`config.mk`:
```
export PLATFORM = sky130hd
export DESIGN_NAME = http_chunked_body_decoder_top
export DESIGN_NICKNAME = d
export VERILOG_FILES = /design/src/sv/chd_pkg.sv /design/src/sv/chd_step.sv /design/src/sv/http_chunked_body_decoder_top.sv
export SDC_FILE = /design/constraint.sdc
export NUM_CORES = 1
export LEC_CHECK = 0
export BUFFER_PORTS_ARGS = -buffer_cell sky130_fd_sc_hd__buf_2
export CORE_ASPECT_RATIO = 1.4
export CORE_MARGIN = 2
export CORE_UTILIZATION = 28
export CTS_CLUSTER_DIAMETER = 150
export DETAILED_ROUTE_END_ITERATION = 10
export MAX_ROUTING_LAYER = met4
export PLACE_DENSITY = 0.44
export SLEW_MARGIN = 40
export SYNTH_ARGS = -nofsm -noshare
export SYNTH_HDL_FRONTEND = slang
export SYNTH_SLANG_ARGS = --single-unit
```
`constraint.sdc`:
```
create_clock -name clk -period 4.6 [get_ports clk]
set_clock_uncertainty 0.2 [all_clocks]
set_input_delay 0.46 -clock clk [delete_from_list [all_inputs] [get_ports clk]]
set_output_delay 0.46 -clock clk [all_outputs]
set_load 0.005 [all_outputs]
```
`src/sv/chd_pkg.sv`:
```
package chd_pkg;

	// default chunk size counter width
	localparam int CHD_SIZE_BITS = 32;

	// characters of the chunked framing
	localparam logic [7:0] CH_CR    = 8'h0D;
	localparam logic [7:0] CH_LF    = 8'h0A;
	localparam logic [7:0] CH_SP    = 8'h20;
	localparam logic [7:0] CH_TAB   = 8'h09;
	localparam logic [7:0] CH_SEMI  = 8'h3B;
	localparam logic [7:0] CH_COLON = 8'h3A;

	// decoder phase
	typedef enum logic [3:0] {
		PH_SIZE_FIRST  = 4'd0,
		PH_SIZE_DIGITS = 4'd1,
		PH_SIZE_CR     = 4'd2,
		PH_EXT         = 4'd3,
		PH_EXT_CR      = 4'd4,
		PH_DATA        = 4'd5,
		PH_DATA_CR     = 4'd6,
		PH_DATA_LF     = 4'd7,
		PH_TR_START    = 4'd8,
		PH_TR_START_CR = 4'd9,
		PH_TR_KEY      = 4'd10,
		PH_TR_KEY_CR   = 4'd11,
		PH_TR_VALUE    = 4'd12,
		PH_TR_VALUE_CR = 4'd13,
		PH_DONE        = 4'd14,
		PH_ERROR       = 4'd15
	} phase_t;

	// trailer key names that get checked
	typedef enum logic [1:0] {
		NM_HOST  = 2'd0,
		NM_CLEN  = 2'd1,
		NM_TENC  = 2'd2,
		NM_CTYPE = 2'd3
	} name_idx_t;

	localparam int NAME_COUNT = 4;
	localparam int NAME_W     = 17 * 8;

	localparam logic [NAME_W-1:0] NAME_HOST  = NAME_W'("host");
	localparam logic [NAME_W-1:0] NAME_CLEN  = NAME_W'("content-length");
	localparam logic [NAME_W-1:0] NAME_TENC  = NAME_W'("transfer-encoding");
	localparam logic [NAME_W-1:0] NAME_CTYPE = NAME_W'("content-type");

	// control state apart from the size counter
	typedef struct packed {
		phase_t     phase;
		logic [4:0] key_pos;
		logic [3:0] cand;
		logic       val_seen;
		logic       ct_seen;
	} trl_state_t;

	// one result item
	typedef struct packed {
		logic       body_valid;
		logic [7:0] body_byte;
		logic       done;
		logic       err;
	} step_res_t;

	function automatic logic [4:0] name_len(input name_idx_t idx);
		case (idx)
			NM_HOST:  name_len = 5'd4;
			NM_CLEN:  name_len = 5'd14;
			NM_TENC:  name_len = 5'd17;
			NM_CTYPE: name_len = 5'd12;
			default:  name_len = 5'd0;
		endcase
	endfunction

	// character at a position of a name, zero past its end
	function automatic logic [7:0] name_char(input name_idx_t idx, input logic [4:0] pos);
		logic [NAME_W-1:0] s;
		logic [4:0]        len;
		logic [4:0]        sh;
		case (idx)
			NM_HOST:  s = NAME_HOST;
			NM_CLEN:  s = NAME_CLEN;
			NM_TENC:  s = NAME_TENC;
			NM_CTYPE: s = NAME_CTYPE;
			default:  s = '0;
		endcase
		len = name_len(idx);
		sh  = len - 5'd1 - pos;
		if (pos < len) begin
			name_char = s[{sh, 3'b000} +: 8];
		end else begin
			name_char = 8'h00;
		end
	endfunction

endpackage

```
`src/sv/chd_step.sv`:
```
module chd_step #(
	parameter int SIZE_BITS = chd_pkg::CHD_SIZE_BITS
) (
	input  chd_pkg::trl_state_t   cur,
	input  logic [SIZE_BITS-1:0]  chunk,
	input  logic [7:0]            c,
	input  logic                  start,
	input  logic                  ct_hdr,
	output chd_pkg::trl_state_t   nxt,
	output logic [SIZE_BITS-1:0]  chunk_nxt,
	output chd_pkg::step_res_t    res
);
	import chd_pkg::*;

	localparam logic [SIZE_BITS-1:0] ONE = SIZE_BITS'(1);

	// hex digit decode: {valid, value}
	function automatic logic [4:0] hex_val(input logic [7:0] b);
		logic [7:0] t;
		if (b >= 8'h30 && b <= 8'h39) begin
			t = b - 8'h30;
			hex_val = {1'b1, t[3:0]};
		end else if (b >= 8'h41 && b <= 8'h46) begin
			t = b - 8'h37;
			hex_val = {1'b1, t[3:0]};
		end else if (b >= 8'h61 && b <= 8'h66) begin
			t = b - 8'h57;
			hex_val = {1'b1, t[3:0]};
		end else begin
			hex_val = 5'd0;
		end
	endfunction

	function automatic logic name_hit(input trl_state_t s, input name_idx_t idx);
		name_hit = s.cand[idx] && (s.key_pos == name_len(idx));
	endfunction

	// one key character: narrow the forbidden-name candidates
	function automatic trl_state_t key_char(input trl_state_t s, input logic [7:0] b);
		trl_state_t r;
		logic [7:0] lc;
		name_idx_t  idx;
		r  = s;
		lc = (b >= 8'h41 && b <= 8'h5A) ? b + 8'd32 : b;
		for (int i = 0; i < NAME_COUNT; i++) begin
			idx = name_idx_t'(i);
			if (s.key_pos >= name_len(idx) || name_char(idx, s.key_pos) != lc) begin
				r.cand[i] = 1'b0;
			end
		end
		if (s.key_pos != 5'd31) begin
			r.key_pos = s.key_pos + 5'd1;
		end
		return r;
	endfunction

	function automatic trl_state_t end_of_key(input trl_state_t s, input logic hdr);
		trl_state_t r;
		r = s;
		if (name_hit(s, NM_HOST) || name_hit(s, NM_CLEN) || name_hit(s, NM_TENC)) begin
			r.phase = PH_ERROR;
		end else if (name_hit(s, NM_CTYPE) && (hdr || s.ct_seen)) begin
			r.phase = PH_ERROR;
		end else begin
			if (name_hit(s, NM_CTYPE)) begin
				r.ct_seen = 1'b1;
			end
			r.val_seen = 1'b0;
			r.phase    = PH_TR_VALUE;
		end
		return r;
	endfunction

	function automatic trl_state_t key_byte(input trl_state_t s, input logic [7:0] b,
			input logic hdr);
		trl_state_t r;
		r = s;
		if (b == CH_COLON) begin
			if (s.key_pos == 5'd0) begin
				r.phase = PH_ERROR;
			end else begin
				r = end_of_key(s, hdr);
			end
		end else if (b == CH_CR) begin
			r.phase = PH_TR_KEY_CR;
		end else if (b == CH_SP || b == CH_TAB) begin
			r.phase = PH_ERROR;
		end else begin
			r = key_char(s, b);
			r.phase = PH_TR_KEY;
		end
		return r;
	endfunction

	function automatic trl_state_t value_byte(input trl_state_t s, input logic [7:0] b);
		trl_state_t r;
		r = s;
		if (b == CH_CR) begin
			r.phase = PH_TR_VALUE_CR;
		end else begin
			if (b != CH_SP && b != CH_TAB) begin
				r.val_seen = 1'b1;
			end
			r.phase = PH_TR_VALUE;
		end
		return r;
	endfunction

	function automatic trl_state_t new_line(input trl_state_t s);
		trl_state_t r;
		r          = s;
		r.phase    = PH_TR_START;
		r.key_pos  = 5'd0;
		r.cand     = 4'hF;
		r.val_seen = 1'b0;
		return r;
	endfunction

	trl_state_t           s;
	logic [SIZE_BITS-1:0] ch;
	logic [4:0]           hx;
	logic                 bv;

	// next state for one byte
	always_comb begin
		if (start) begin
			s.phase    = PH_SIZE_FIRST;
			s.key_pos  = 5'd0;
			s.cand     = 4'hF;
			s.val_seen = 1'b0;
			s.ct_seen  = 1'b0;
			ch         = '0;
		end else begin
			s  = cur;
			ch = chunk;
		end
		hx        = hex_val(c);
		nxt       = s;
		chunk_nxt = ch;
		bv        = 1'b0;
		case (s.phase)
			PH_SIZE_FIRST, PH_SIZE_DIGITS: begin
				if (hx[4]) begin
					if (ch[SIZE_BITS-1 -: 4] != 4'd0) begin
						nxt.phase = PH_ERROR;
					end else begin
						chunk_nxt = {ch[SIZE_BITS-5:0], hx[3:0]};
						nxt.phase = PH_SIZE_DIGITS;
					end
				end else if (s.phase == PH_SIZE_DIGITS && c == CH_SEMI) begin
					nxt.phase = PH_EXT;
				end else if (s.phase == PH_SIZE_DIGITS && c == CH_CR) begin
					nxt.phase = PH_SIZE_CR;
				end else begin
					nxt.phase = PH_ERROR;
				end
			end
			PH_SIZE_CR, PH_EXT, PH_EXT_CR: begin
				if (s.phase != PH_EXT && c == CH_LF) begin
					if (ch != '0) begin
						nxt.phase = PH_DATA;
					end else begin
						nxt = new_line(s);
					end
				end else if (s.phase == PH_SIZE_CR) begin
					nxt.phase = PH_ERROR;
				end else begin
					nxt.phase = (c == CH_CR) ? PH_EXT_CR : PH_EXT;
				end
			end
			PH_DATA: begin
				bv        = 1'b1;
				chunk_nxt = ch - ONE;
				if (ch == ONE) begin
					nxt.phase = PH_DATA_CR;
				end
			end
			PH_DATA_CR: begin
				nxt.phase = (c == CH_CR) ? PH_DATA_LF : PH_ERROR;
			end
			PH_DATA_LF: begin
				if (c == CH_LF) begin
					nxt.phase = PH_SIZE_FIRST;
					chunk_nxt = '0;
				end else begin
					nxt.phase = PH_ERROR;
				end
			end
			PH_TR_START: begin
				if (c == CH_CR) begin
					nxt.phase = PH_TR_START_CR;
				end else begin
					nxt = key_byte(s, c, ct_hdr);
				end
			end
			PH_TR_START_CR, PH_TR_KEY_CR: begin
				// a lone CR is part of the key
				if (c == CH_LF) begin
					nxt.phase = (s.phase == PH_TR_START_CR) ? PH_DONE : PH_ERROR;
				end else begin
					nxt = key_byte(key_char(s, CH_CR), c, ct_hdr);
				end
			end
			PH_TR_KEY: begin
				nxt = key_byte(s, c, ct_hdr);
			end
			PH_TR_VALUE: begin
				nxt = value_byte(s, c);
			end
			PH_TR_VALUE_CR: begin
				if (c == CH_LF) begin
					if (s.val_seen) begin
						nxt = new_line(s);
					end else begin
						nxt.phase = PH_ERROR;
					end
				end else begin
					s.val_seen = 1'b1;
					nxt = value_byte(s, c);
				end
			end
			default: begin
				// done and error hold until start
			end
		endcase
	end

	// result item
	always_comb begin
		res.body_valid = bv;
		res.body_byte  = bv ? c : 8'h00;
		res.done       = (nxt.phase == PH_DONE);
		res.err        = (nxt.phase == PH_ERROR);
	end

endmodule

```
`src/sv/http_chunked_body_decoder_top.sv`:
```
// Chunked body decoder: takes one body byte per clock and returns one result per byte
// (payload strobe and byte, sticky done, sticky error). A byte goes into an input
// register, the decode of that byte and the state update are combinational between
// that register and the output register, where the result sits, so a result is
// presented once its byte has moved from the input register to the output register;
// one byte is accepted every clock while the output side keeps up. The output
// register decouples the sides: a new byte can be taken while an earlier result
// waits, as long as the input register is empty. Writing the content-type flag is
// allowed only while the decoder is idle; start_req on the first byte of a body
// clears all decode state but keeps that flag. There is no clearing pass after reset.
module http_chunked_body_decoder_top #(
	parameter int SIZE_BITS = chd_pkg::CHD_SIZE_BITS
) (
	input  logic       clk,
	input  logic       arst_n,
	input  logic       in_valid,
	output logic       in_ready,
	input  logic [7:0] data_byte,
	input  logic       start_req,
	output logic       out_valid,
	input  logic       out_ready,
	output logic       body_valid,
	output logic [7:0] body_byte,
	output logic       done_res,
	output logic       error,
	input  logic       cfg_valid,
	output logic       cfg_ready,
	input  logic       cfg_data
);
	import chd_pkg::*;

	logic                 valid_s1;
	logic [7:0]           data_s1;
	logic                 start_s1;
	logic                 valid_s2;
	step_res_t            res_s2;
	trl_state_t           state_q;
	logic [SIZE_BITS-1:0] chunk_q;
	logic                 ct_hdr_q;

	trl_state_t           state_nxt;
	logic [SIZE_BITS-1:0] chunk_nxt;
	step_res_t            res_nxt;
	logic                 out_adv;
	logic                 fire_s1;

	// handshake control
	assign out_adv  = !valid_s2 || out_ready;
	assign fire_s1  = valid_s1 && out_adv;
	assign in_ready = !valid_s1 || out_adv;
	assign cfg_ready = 1'b1;

	// config register
	always_ff @(posedge clk or negedge arst_n) begin
		if (!arst_n) begin
			ct_hdr_q <= 1'b0;
		end else if (cfg_valid) begin
			ct_hdr_q <= cfg_data;
		end
	end

	// input register
	always_ff @(posedge clk or negedge arst_n) begin
		if (!arst_n) begin
			valid_s1 <= 1'b0;
		end else if (in_valid && in_ready) begin
			valid_s1 <= 1'b1;
		end else if (fire_s1) begin
			valid_s1 <= 1'b0;
		end
	end

	always_ff @(posedge clk) begin
		if (in_valid && in_ready) begin
			data_s1  <= data_byte;
			start_s1 <= start_req;
		end
	end

	// decode step
	chd_step #(
		.SIZE_BITS(SIZE_BITS)
	) u_step (
		.cur      (state_q),
		.chunk    (chunk_q),
		.c        (data_s1),
		.start    (start_s1),
		.ct_hdr   (ct_hdr_q),
		.nxt      (state_nxt),
		.chunk_nxt(chunk_nxt),
		.res      (res_nxt)
	);

	// decoder state
	always_ff @(posedge clk or negedge arst_n) begin
		if (!arst_n) begin
			state_q.phase    <= PH_SIZE_FIRST;
			state_q.key_pos  <= 5'd0;
			state_q.cand     <= 4'hF;
			state_q.val_seen <= 1'b0;
			state_q.ct_seen  <= 1'b0;
			chunk_q          <= '0;
		end else if (fire_s1) begin
			state_q <= state_nxt;
			chunk_q <= chunk_nxt;
		end
	end

	// result register
	always_ff @(posedge clk or negedge arst_n) begin
		if (!arst_n) begin
			valid_s2 <= 1'b0;
		end else if (fire_s1) begin
			valid_s2 <= 1'b1;
		end else if (out_ready) begin
			valid_s2 <= 1'b0;
		end
	end

	always_ff @(posedge clk) begin
		if (fire_s1) begin
			res_s2 <= res_nxt;
		end
	end

	assign out_valid  = valid_s2;
	assign body_valid = res_s2.body_valid;
	assign body_byte  = res_s2.body_byte;
	assign done_res   = res_s2.done;
	assign error      = res_s2.err;

	// a payload byte never comes with done or error
	assert property (@(posedge clk) disable iff (!arst_n)
		(valid_s2 && res_s2.body_valid) |-> (!res_s2.done && !res_s2.err))
		else $error("payload transfer flagged done or error");

	// non-payload results carry a zero byte
	assert property (@(posedge clk) disable iff (!arst_n)
		(valid_s2 && !res_s2.body_valid) |-> (res_s2.body_byte == 8'h00))
		else $error("body byte not zero without payload");

	// error is sticky until start
	assert property (@(posedge clk) disable iff (!arst_n)
		(fire_s1 && !start_s1 && state_q.phase == PH_ERROR) |=>
		(state_q.phase == PH_ERROR))
		else $error("error state left without start");

endmodule
```
==> results of run 1 <==
-- where the power goes --
part           total (W)  switching [W]  leakage, nW  internal (W)
Combinational    0.00210        0.00130         2.18      0.000794
Sequential       0.00100       0.000230        0.839      0.000769
Clock           0.000751       0.000323        0.144      0.000427
Total            0.00385        0.00186         3.17       0.00199
-- metrics by stage --
| stage | total power, W | setup WS [ns] | hold WS (ns) |
|---|---|---|---|
| after floorplan | 0.00244 | 0.881 | -0.0356 |
| after global placement | 0.00309 | 0.738 | 0.306 |
| after detailed placement | 0.00307 | 0.717 | 0.296 |
| after CTS | 0.00384 | 0.698 | 0.0578 |
| after global routing | 0.00411 | 0.272 | 0.0623 |
| final | 0.00385 | 0.671 | 0.0538 |
-- Yosys cell counts, drive strengths merged, types with 6 or more instances --
cell	number	area share, %
and3	12	1.1
a21o	10	0.98
o2bb2ai	9	1.0
dfrtp	46	15
nor4	18	2.4
o21ai	87	5.8
a21oi	81	5.4
and2	16	1.3
nand2b	13	1.1
clkbuf	45	2.2
a41oi	7	0.80
o211a	6	0.79
o22ai	11	0.90
nor2b	15	1.2
buf	36	2.7
o211ai	13	1.3
nand2	87	4.3
a31oi	20	1.6
a22oi	12	1.2
nor2	100	5.0
ha	26	4.3
o221ai	9	1.1
nor3	40	2.8
or3	20	1.6
mux2i	6	0.79
nand3	24	1.6
a221oi	6	0.69
edfxtp	20	7.9
nand4	11	0.90
xnor2	28	3.2
a22o	8	0.92
inv	34	1.7
a32oi	7	0.90
o31ai	8	0.79
a211oi	12	1.2
a211o	6	0.69
-- sequential cells by signal, summed over array words and instances (netlist names) --
register and cells:
state_q 15, ct_hdr_q 1, data_s1 8, body_byte 8
body_valid 1, error 1, done_res 1, chunk_q 32
valid_s1 1, out_valid 1, start_s1 1
-- placed cells by master (no fill, tap or decap), types with 27 or more instances in the layout --
cell / n
nor2_1: 98
nand2_1: 85
o21ai_0: 81
a21oi_1: 79
dfrtp_1: 46
nor3_1: 37
buf_4: 37
inv_1: 31
xnor2_1: 28
buf_2: 27
-- area by class of cell --
cell class	count	area (um2)	share of cell area (%)
Multi-Input combinational cell	822	5260	62.3
Sequential cell	70	1860	22.0
Tap cell	365	457	5.41
Timing Repair Buffer	65	433	5.12
Clock buffer	9	225	2.67
Inverter	35	131	1.56
Clock inverter	7	82.6	0.977
-- worst reg2reg max path, cell delays in order (launching register included) --
cell and delay [ns]:
edfxtp_1 0.53, nand2b_1 0.22, inv_1 0.06, buf_4 0.13, ha_1 0.21, inv_1 0.09, ha_1 0.58, o21ai_0 0.17
ha_1 0.28, nor2_1 0.15, o211ai_1 0.20, a211oi_1 0.27, xnor2_1 0.16, nand3_1 0.09, nor4b_1 0.34, o32a_1 0.18
-- routing by layer --
| layer | wire (um) | global-route usage (%) |
|---|---|---|
| met5 | 0 | - |
| met4 | 2200 | 15.3 |
| met3 | 1250 | 2.28 |
| met2 | 15900 | 39.5 |
| met1 | 12100 | 25.2 |
-- path summary, 6_finish.rpt --
path / end / from / cells past startpoint
min reg2reg: out_valid / valid_s1 / 1
min in group clk: data_s1[6] / data_byte[6] / 1
max in group asynchronous: chunk_q[29] / arst_n / 2
min: chunk_q[11] / arst_n / 2
max reg2reg: state_q[5] / start_s1 / 15
max: state_q[5] / start_s1 / 15
-- kinds of logic (layout without fill, tap and decap cells) --
family / after synthesis / count (layout) / share of synthesized area [%]
muxes: 8 / 8 / 1.08
DFF: 70 / 70 / 24.4
AOI/OAI and AO/OA: 358 / 358 / 31.8
buffers and inverters: 116 / 116 / 6.66
other: 1 / 1 / 0.0492
xor gates and xnor gates: 31 / 31 / 3.56
and+or+nand+nor: 398 / 398 / 28.2
adders and majority gates: 26 / 26 / 4.27
==> results.toml, run 1 <==
[die]
start_util_pct = 28.4
boundaryPins = 29
die_height_um = 199
row_count = 71
die_area_um2 = 28600
core_um2 = 26800
die_w_um = 143

[final_layout]
fillers = 2932
drive_above_1_share_pct = 12.4
stdcell_count = 1373
design_area_um2 = 8450
area_delta_synth_final_pct = 10.8
nets = 1044
utilization_pct = 31.5
antenna-diode-count = 0

[cts]
cts_setup_buffers = 0
clock_latency_ns = 0.36
clock-sinks = 70
clock-root-buffer = "clkbuf_16"
htreeDepth = 3
cts-resized-gates = 0
cts_buffers = 9
cts_tree = "yes"
cts.clk_slew.worst_paths_ns = 0.07
hold_buffers = 0
cts_buffer_depth = 2

[routing]
first_iter_violations = 531
wl_per_cell_um = 22.9
drc = 0
antenna_left = 0
dr.pass1.iters = 5
dr_total_vias = 8141
vias_per_cell = 5.93
wl_mm = 31.4

[sta]
rsz0062_at_grt = "false"
finalCritPeriodShare_pct = 85.4
max-slew-margin-rel_pct = 43.8
finalMaxSlewViolations = 0
finalSetupViolations = 0
tightest_slew_ns = 0.831
hold_viol = 0
fmaxAchievable_mhz = 255
min_period_ns = 3.93
finalSetupTns_ns = 0

[run]
maxCapViolCount = 0

[critical_path]
crit_buf_inv = 3
critPathKind = "reg -> reg"
critical-path-top-delay-family = "adder cells"
cpMaxStageDelayCell = "ha_1"
crit_chain = "nand2b_1 -> inv_1 -> buf_4 -> ha_1 -> inv_1 -> ha_1 -> o21ai_0 -> ha_1 -> nor2_1 -> o211ai_1 -> a211oi_1 -> xnor2_1 -> nand3_1 -> nor4b_1 -> o32a_1"
critPathRequiredTime_ns = 4.71
max_stage_delay_ns = 0.58
worstPathMaxFanout = 14
cp_data_arrival_time_ns = 4.04
path_common_cell = "ha_1"
critPathLaunchType = "flop"
timing.reg2reg.setup_slack_ns = 0.67
cp-end-kind = "flop"

[yosys]
synth_enable_flop_cells = 20
synth-main-ff-cell = "dfrtp_1"
synth_cells = 1008
synth_warnings = 0
syn_area_um2 = 7620
ys_seq_area_share_pct = 24.4
synth.avg_cell_area_um2 = 7.56
synthesis.nets = 1049
synthDistinctLibCells = 96
synth_seq_cells = 70
synthArstFlopShare_pct = 71.4

[global_route]
gr-usage-all-layers_pct = 23.0
grt_pass1_wl_mm = 48.7
grt_max_degree = 81
antenna_found_initial = 0
grt_pass1_vias = 8195
gr-total-overflow = 0

[placed_design]
numPortBuffers = 27
gp_congestion = 0.960
placedCellCount = 1357
place_hpwl_mm = 22.9
place_area_um2 = 8140

[power]
power.leakage_nw = 3.17
ir_drop_uv = 270
p_per_area_nw_per_um2 = 455

[hold_path]
holdCritPathClass = "in -> async"

[status]
run_status = "finished, final reports clean"
Power figures use the tool's default switching activity.
==> run 2: changes to the inputs <==
--- a/config.mk
+++ b/config.mk
@@ -16,4 +16,5 @@
 export SLEW_MARGIN = 40
 export SYNTH_ARGS = -nofsm -noshare
 export SYNTH_HDL_FRONTEND = slang
+export SYNTH_HIERARCHICAL = 1
 export SYNTH_SLANG_ARGS = --single-unit
==> results.toml, run 2 <==
[status]
run_status = "finished, final reports clean"

[global_route]
grt_pass1_vias = 8450
gr-usage-all-layers_pct = 22.3
antenna_found_initial = 0
grt_max_degree = 55
grt_pass1_wl_mm = 50.8
gr-total-overflow = 0

[yosys]
synth-main-ff-cell = "dfrtp_1"
synth_cells = 1052
synth_warnings = 6
synthArstFlopShare_pct = 71.4
synthDistinctLibCells = 94
yosysTopAreaCellShare_pct = 14.1
synth_enable_flop_cells = 20
synth_seq_cells = 70
yosysTopAreaCell = "dfrtp_1"
synth_area_leaders = "dfrtp_1, edfxtp_1, ha_1, a21oi_1, nor2_1"
syn_area_um2 = 8160
synth.avg_cell_area_um2 = 7.75
ys_seq_area_share_pct = 22.8
synth_most_common_cell = "nor2_1"
ys_top_cells_by_count = "nor2_1, a21oi_1, o21ai_0"
synthesis.nets = 1100

[sta]
finalSetupViolations = 0
fin_ws_ns = 0.365
rsz0062_at_grt = "false"
fmaxAchievable_mhz = 236
finalSetupTns_ns = 0
finalCritPeriodShare_pct = 92.1
tightest_slew_ns = 0.749
hold_viol = 0
max-slew-margin-rel_pct = 49.6
min_period_ns = 4.23
finalMaxSlewViolations = 0

[final_layout]
area_delta_synth_final_pct = 12.1
antenna-diode-count = 0
max_flop_register = "chunk_q"
drive_above_1_share_pct = 17.7
stdcell_count = 1451
final_common_cell = "nor2_1"
nets = 1119
final_cell_mix = "nor2_1, a21oi_1, o21ai_0"
largest_reg_flops = 32
top_regs = "chunk_q x32, state_q x15"

[routing]
wl_per_cell_um = 22.7
m1WireLength_mm = 13.1
first_iter_violations = 553
routed.top_layer = "met4"
dr_wl_met3_mm = 1.28
drc = 0
wl_met2_mm = 16.4
antenna_left = 0
vias_per_cell = 5.93
dr_total_vias = 8601
dr.pass1.iters = 5
wl_mm = 32.9

[die]
die_area_um2 = 30500
start_util_pct = 28.6
core_um2 = 28500
row_count = 73
boundaryPins = 29
die_height_um = 206
die_w_um = 148

[critical_path]
cp_data_arrival_time_ns = 4.28
critPathLaunchType = "flop"
critPathKind = "reg -> reg"
max_stage_delay_ns = 0.70
crit_chain = "buf_4 -> inv_1 -> nand2_1 -> ha_1 -> o21ai_1 -> nor4_1 -> a21oi_1 -> a211oi_1 -> a31oi_1 -> a221o_1 -> mux2_4"
critPathRequiredTime_ns = 4.65
worstPathMaxFanout = 54
cpMaxStageDelayCell = "nor4_1"
cp-end-kind = "flop"

[cts]
clock_latency_ns = 0.36
cts_buffer_depth = 2
clock-root-buffer = "clkbuf_16"
cts_tree = "yes"
cts_buffers = 9
hold_buffers = 0
htreeDepth = 3
cts.clk_slew.worst_paths_ns = 0.07
clock-sinks = 70

[power]
power.leakage_nw = 3.61
ir_drop_uv = 196
p_per_area_nw_per_um2 = 402

[placed_design]
dp_slack_ns = 0.359
placedCellCount = 1435
place_hpwl_mm = 24.4
numPortBuffers = 27
gp_congestion = 0.912

[hold_path]
holdCritPathClass = "in -> async"

[run]
maxCapViolCount = 0
==> run 2: per-layer routing <==
| layer | track usage (%) | vias to the layer above |
|---|---|---|
| met5 | - | - |
| met2 | 38.1 | 281 |
| met3 | 2.27 | 106 |
| met1 | 25.4 | 4202 |
| li1 | - | 4012 |
| met4 | 13.1 | 0 |
==> run 2: power breakdown <==
part	internal [W]	switching, W
combinational	0.000784	0.00118
sequential	0.000774	0.000217
clock	0.000385	0.000337
total	0.00194	0.00173
==> run 2: cells by family after synthesis <==
logic type | after synthesis | synth area share [%]
compound gates | 346 | 28.6
xor+xnor | 26 | 2.79
fa+ha+maj | 33 | 5.06
buf+inv | 123 | 6.63
flops | 70 | 22.8
mux | 60 | 9.08
other cells | 1 | 0.0460
simple gates | 393 | 25.1
==> run 2: final timing paths <==
check | start | endpoint | slack, ns | cells after the start
max in group asynchronous | arst_n | chunk_q[3] | 3.66 | 2
worst max-delay path | start_s1 | state_q[8] | 0.37 | 11
worst max register to register | start_s1 | state_q[8] | 0.37 | 11
min in group clk | data_byte[1] | data_s1[1] | 0.08 | 1
worst min register to register | state_q[0] | state_q[0] | 0.30 | 1
worst min-delay path | arst_n | chunk_q[24] | 0.05 | 2
==> run 2: through the flow <==
stage	cell area (um2)	hold WS [ns]	util [%]	total power [W]
floorplan	8160	-0.0356	-	0.00234
global placement	8830	0.282	31.0	0.00295
detailed placement	8830	0.287	31.0	0.00294
CTS	9130	0.0639	32.0	0.00368
global route	9140	0.0689	32.1	0.00394
finish	9140	0.0544	32.1	0.00367
==> run 2: cell type report <==
cell class / instances / area, um2
flip-flops and latches: 70 / 1860
inverters: 46 / 173
multi-input cells: 859 / 5770
repair buffers: 85 / 574
clock inverters: 7 / 73.8
well taps: 375 / 469
clock buffers: 9 / 225
fillers: 3115 / 19400
==> run 2: worst max-delay path, delay by kind of cell (launching register included) <==
kind | cells | cell delay [ns]
compound gates | 5 | 1.24
simple gates | 2 | 0.89
buf+inv | 2 | 0.84
flops | 1 | 0.43
mux | 1 | 0.27
fa+ha+maj | 1 | 0.25
==> run 2: timing repair <==
item,in CTS,in global routing
setup buffers,0,0
setup endpoints to repair,0,1
resized for setup,0,5
==> run 3: changes to the inputs <==
--- a/config.mk
+++ b/config.mk
@@ -6,7 +6,7 @@
 export NUM_CORES = 1
 export LEC_CHECK = 0
 export BUFFER_PORTS_ARGS = -buffer_cell sky130_fd_sc_hd__buf_2
-export CORE_ASPECT_RATIO = 1.4
+export CORE_ASPECT_RATIO = 0.75
 export CORE_MARGIN = 2
 export CORE_UTILIZATION = 28
 export CTS_CLUSTER_DIAMETER = 150
==> results.toml, run 3 (synthesized netlist as in run 2, its figures left out) <==
[power]
power_w = 0.00378
p_per_area_nw_per_um2 = 410
power.leakage_nw = 3.64
ir_drop_uv = 197

[die]
core_um2 = 28900
row_count = 54
die_w_um = 201
die_height_um = 152
start_util_pct = 28.3
die_area_um2 = 30500
boundaryPins = 29

[sta]
finalSetupViolations = 0
max-slew-margin-rel_pct = 46.9
fin_ws_ns = 0.329
finalMaxSlewViolations = 0
hold_viol = 46
rsz0062_at_grt = "false"
min_period_ns = 4.27
hold_ws_ns = -0.0243
finalCritPeriodShare_pct = 92.8
tightest_slew_ns = 0.788
finalSetupTns_ns = 0
fmaxAchievable_mhz = 234

[global_route]
gr-usage-all-layers_pct = 21.9
grt_pass1_vias = 8127
grt_most_used_layer = "met1"
grt_pass1_wl_mm = 50.4
grt_max_degree = 64
grt_use_met2_pct = 28.0
grtUsageMet1_pct = 33.5
gr-total-overflow = 0
antenna_found_initial = 0
grt_util_met3_pct = 5.75

[critical_path]
worstPathMaxFanout = 16
cp_data_arrival_time_ns = 4.37
timing.reg2reg.setup_slack_ns = 0.33
r2r-end = "state_q[3]"
reg2regPathDepth = 15
critPathLaunchType = "flop"
reg2reg_from = "start_s1"
critPathKind = "reg -> reg"
cp-end-kind = "flop"
critPathRequiredTime_ns = 4.70

[placed_design]
place_area_um2 = 8880
dp_slack_ns = 0.273
place_hpwl_mm = 23.6
numPortBuffers = 27
gp_congestion = 0.950

[final_layout]
top_regs = "chunk_q x32, state_q x15"
final_cell_mix = "nor2_1, a21oi_1, o21ai_0"
design_area_um2 = 9230
fillers = 3074
drive_above_1_share_pct = 18.1
multi_input_area_um2 = 5780
antenna-diode-count = 0
area_delta_synth_final_pct = 13.2
seq_area_um2 = 1860
max_flop_register = "chunk_q"
final_common_cell = "nor2_1"
largest_reg_flops = 32
nets = 1123

[cts]
htreeDepth = 3
clock-sinks = 70
clock_latency_ns = 0.36
cts.clk_slew.worst_paths_ns = 0.07
cts_tree = "yes"
cts_buffer_depth = 2
cts_buffers = 9
clock-root-buffer = "clkbuf_16"

[routing]
antenna_left = 0
wl_per_cell_um = 21.9
first_iter_violations = 868
vias_per_cell = 5.85
dr_total_vias = 8617
wl_mm = 32.3
dr.pass1.iters = 5
drc = 0

[hold_path]
holdCritPathClass = "in -> async"

[status]
violations = "negative hold slack"
run_status = "finished, violations left"

[run]
maxCapViolCount = 0
## run 3: power by group
part,internal (W),total [W],switching (W)
Combinational,0.000806,0.00202,0.00121
Clock,0.000476,0.000791,0.000315
Sequential,0.000775,0.000978,0.000203
Total,0.00206,0.00378,0.00173
## run 3: timing repair
action / CTS / global route
setup buffers: 0 / 0
resized for setup: 0 / 6
hold buffers: 0 / 0
endpoints found under the setup margin: 0 / 3
## run 3: worst max path at each step
stage	startpoint	end	slack [ns]	cells past startpoint
after floorplan	state_q[7]	state_q[3]	0.16	20
after global placement	start_s1	state_q[3]	0.40	14
after detailed placement	start_s1	state_q[3]	0.27	14
after CTS	start_s1	state_q[3]	0.24	15
after global routing	start_s1	state_q[3]	0.03	17
final	start_s1	state_q[3]	0.33	15
## run 3: metrics by stage
| step | instances | utilization, % |
|---|---|---|
| after CTS | 1472 | 31.9 |
| after global placement | 1456 | 30.8 |
| final | 1472 | 32.0 |
| after detailed placement | 1456 | 30.8 |
| after global routing | 1472 | 32.0 |
| after floorplan | 1052 | - |
## run 3: per-layer routing
layer / part of all wire, % / routed length [um]
met1: 51 / 16400
met2: 38 / 12200
met3: 9.9 / 3210
met4: 1.4 / 444
met5: 0 / 0
## run 3: worst max-delay path, stage by stage, from the launching register on
cell	delay, ns
edfxtp_1	0.57
nor2b_2	0.24
buf_4	0.28
ha_1	0.24
nand2_1	0.09
a21oi_2	0.24
nand2_1	0.17
ha_1	0.48
nand2_1	0.20
nand3_1	0.09
a2111oi_0	0.42
o31ai_1	0.16
a2111oi_2	0.36
o211ai_1	0.15
a21oi_1	0.17
mux2_4	0.16
## run 3: area by class of cell
| type | instances | area share [%] |
|---|---|---|
| Clock inverter | 7 | 1.07 |
| Sequential cell | 70 | 20.1 |
| Clock buffer | 9 | 2.44 |
| Inverter | 46 | 1.87 |
| Tap cell | 392 | 5.31 |
| Timing Repair Buffer | 89 | 6.55 |
| Multi-Input combinational cell | 859 | 62.7 |
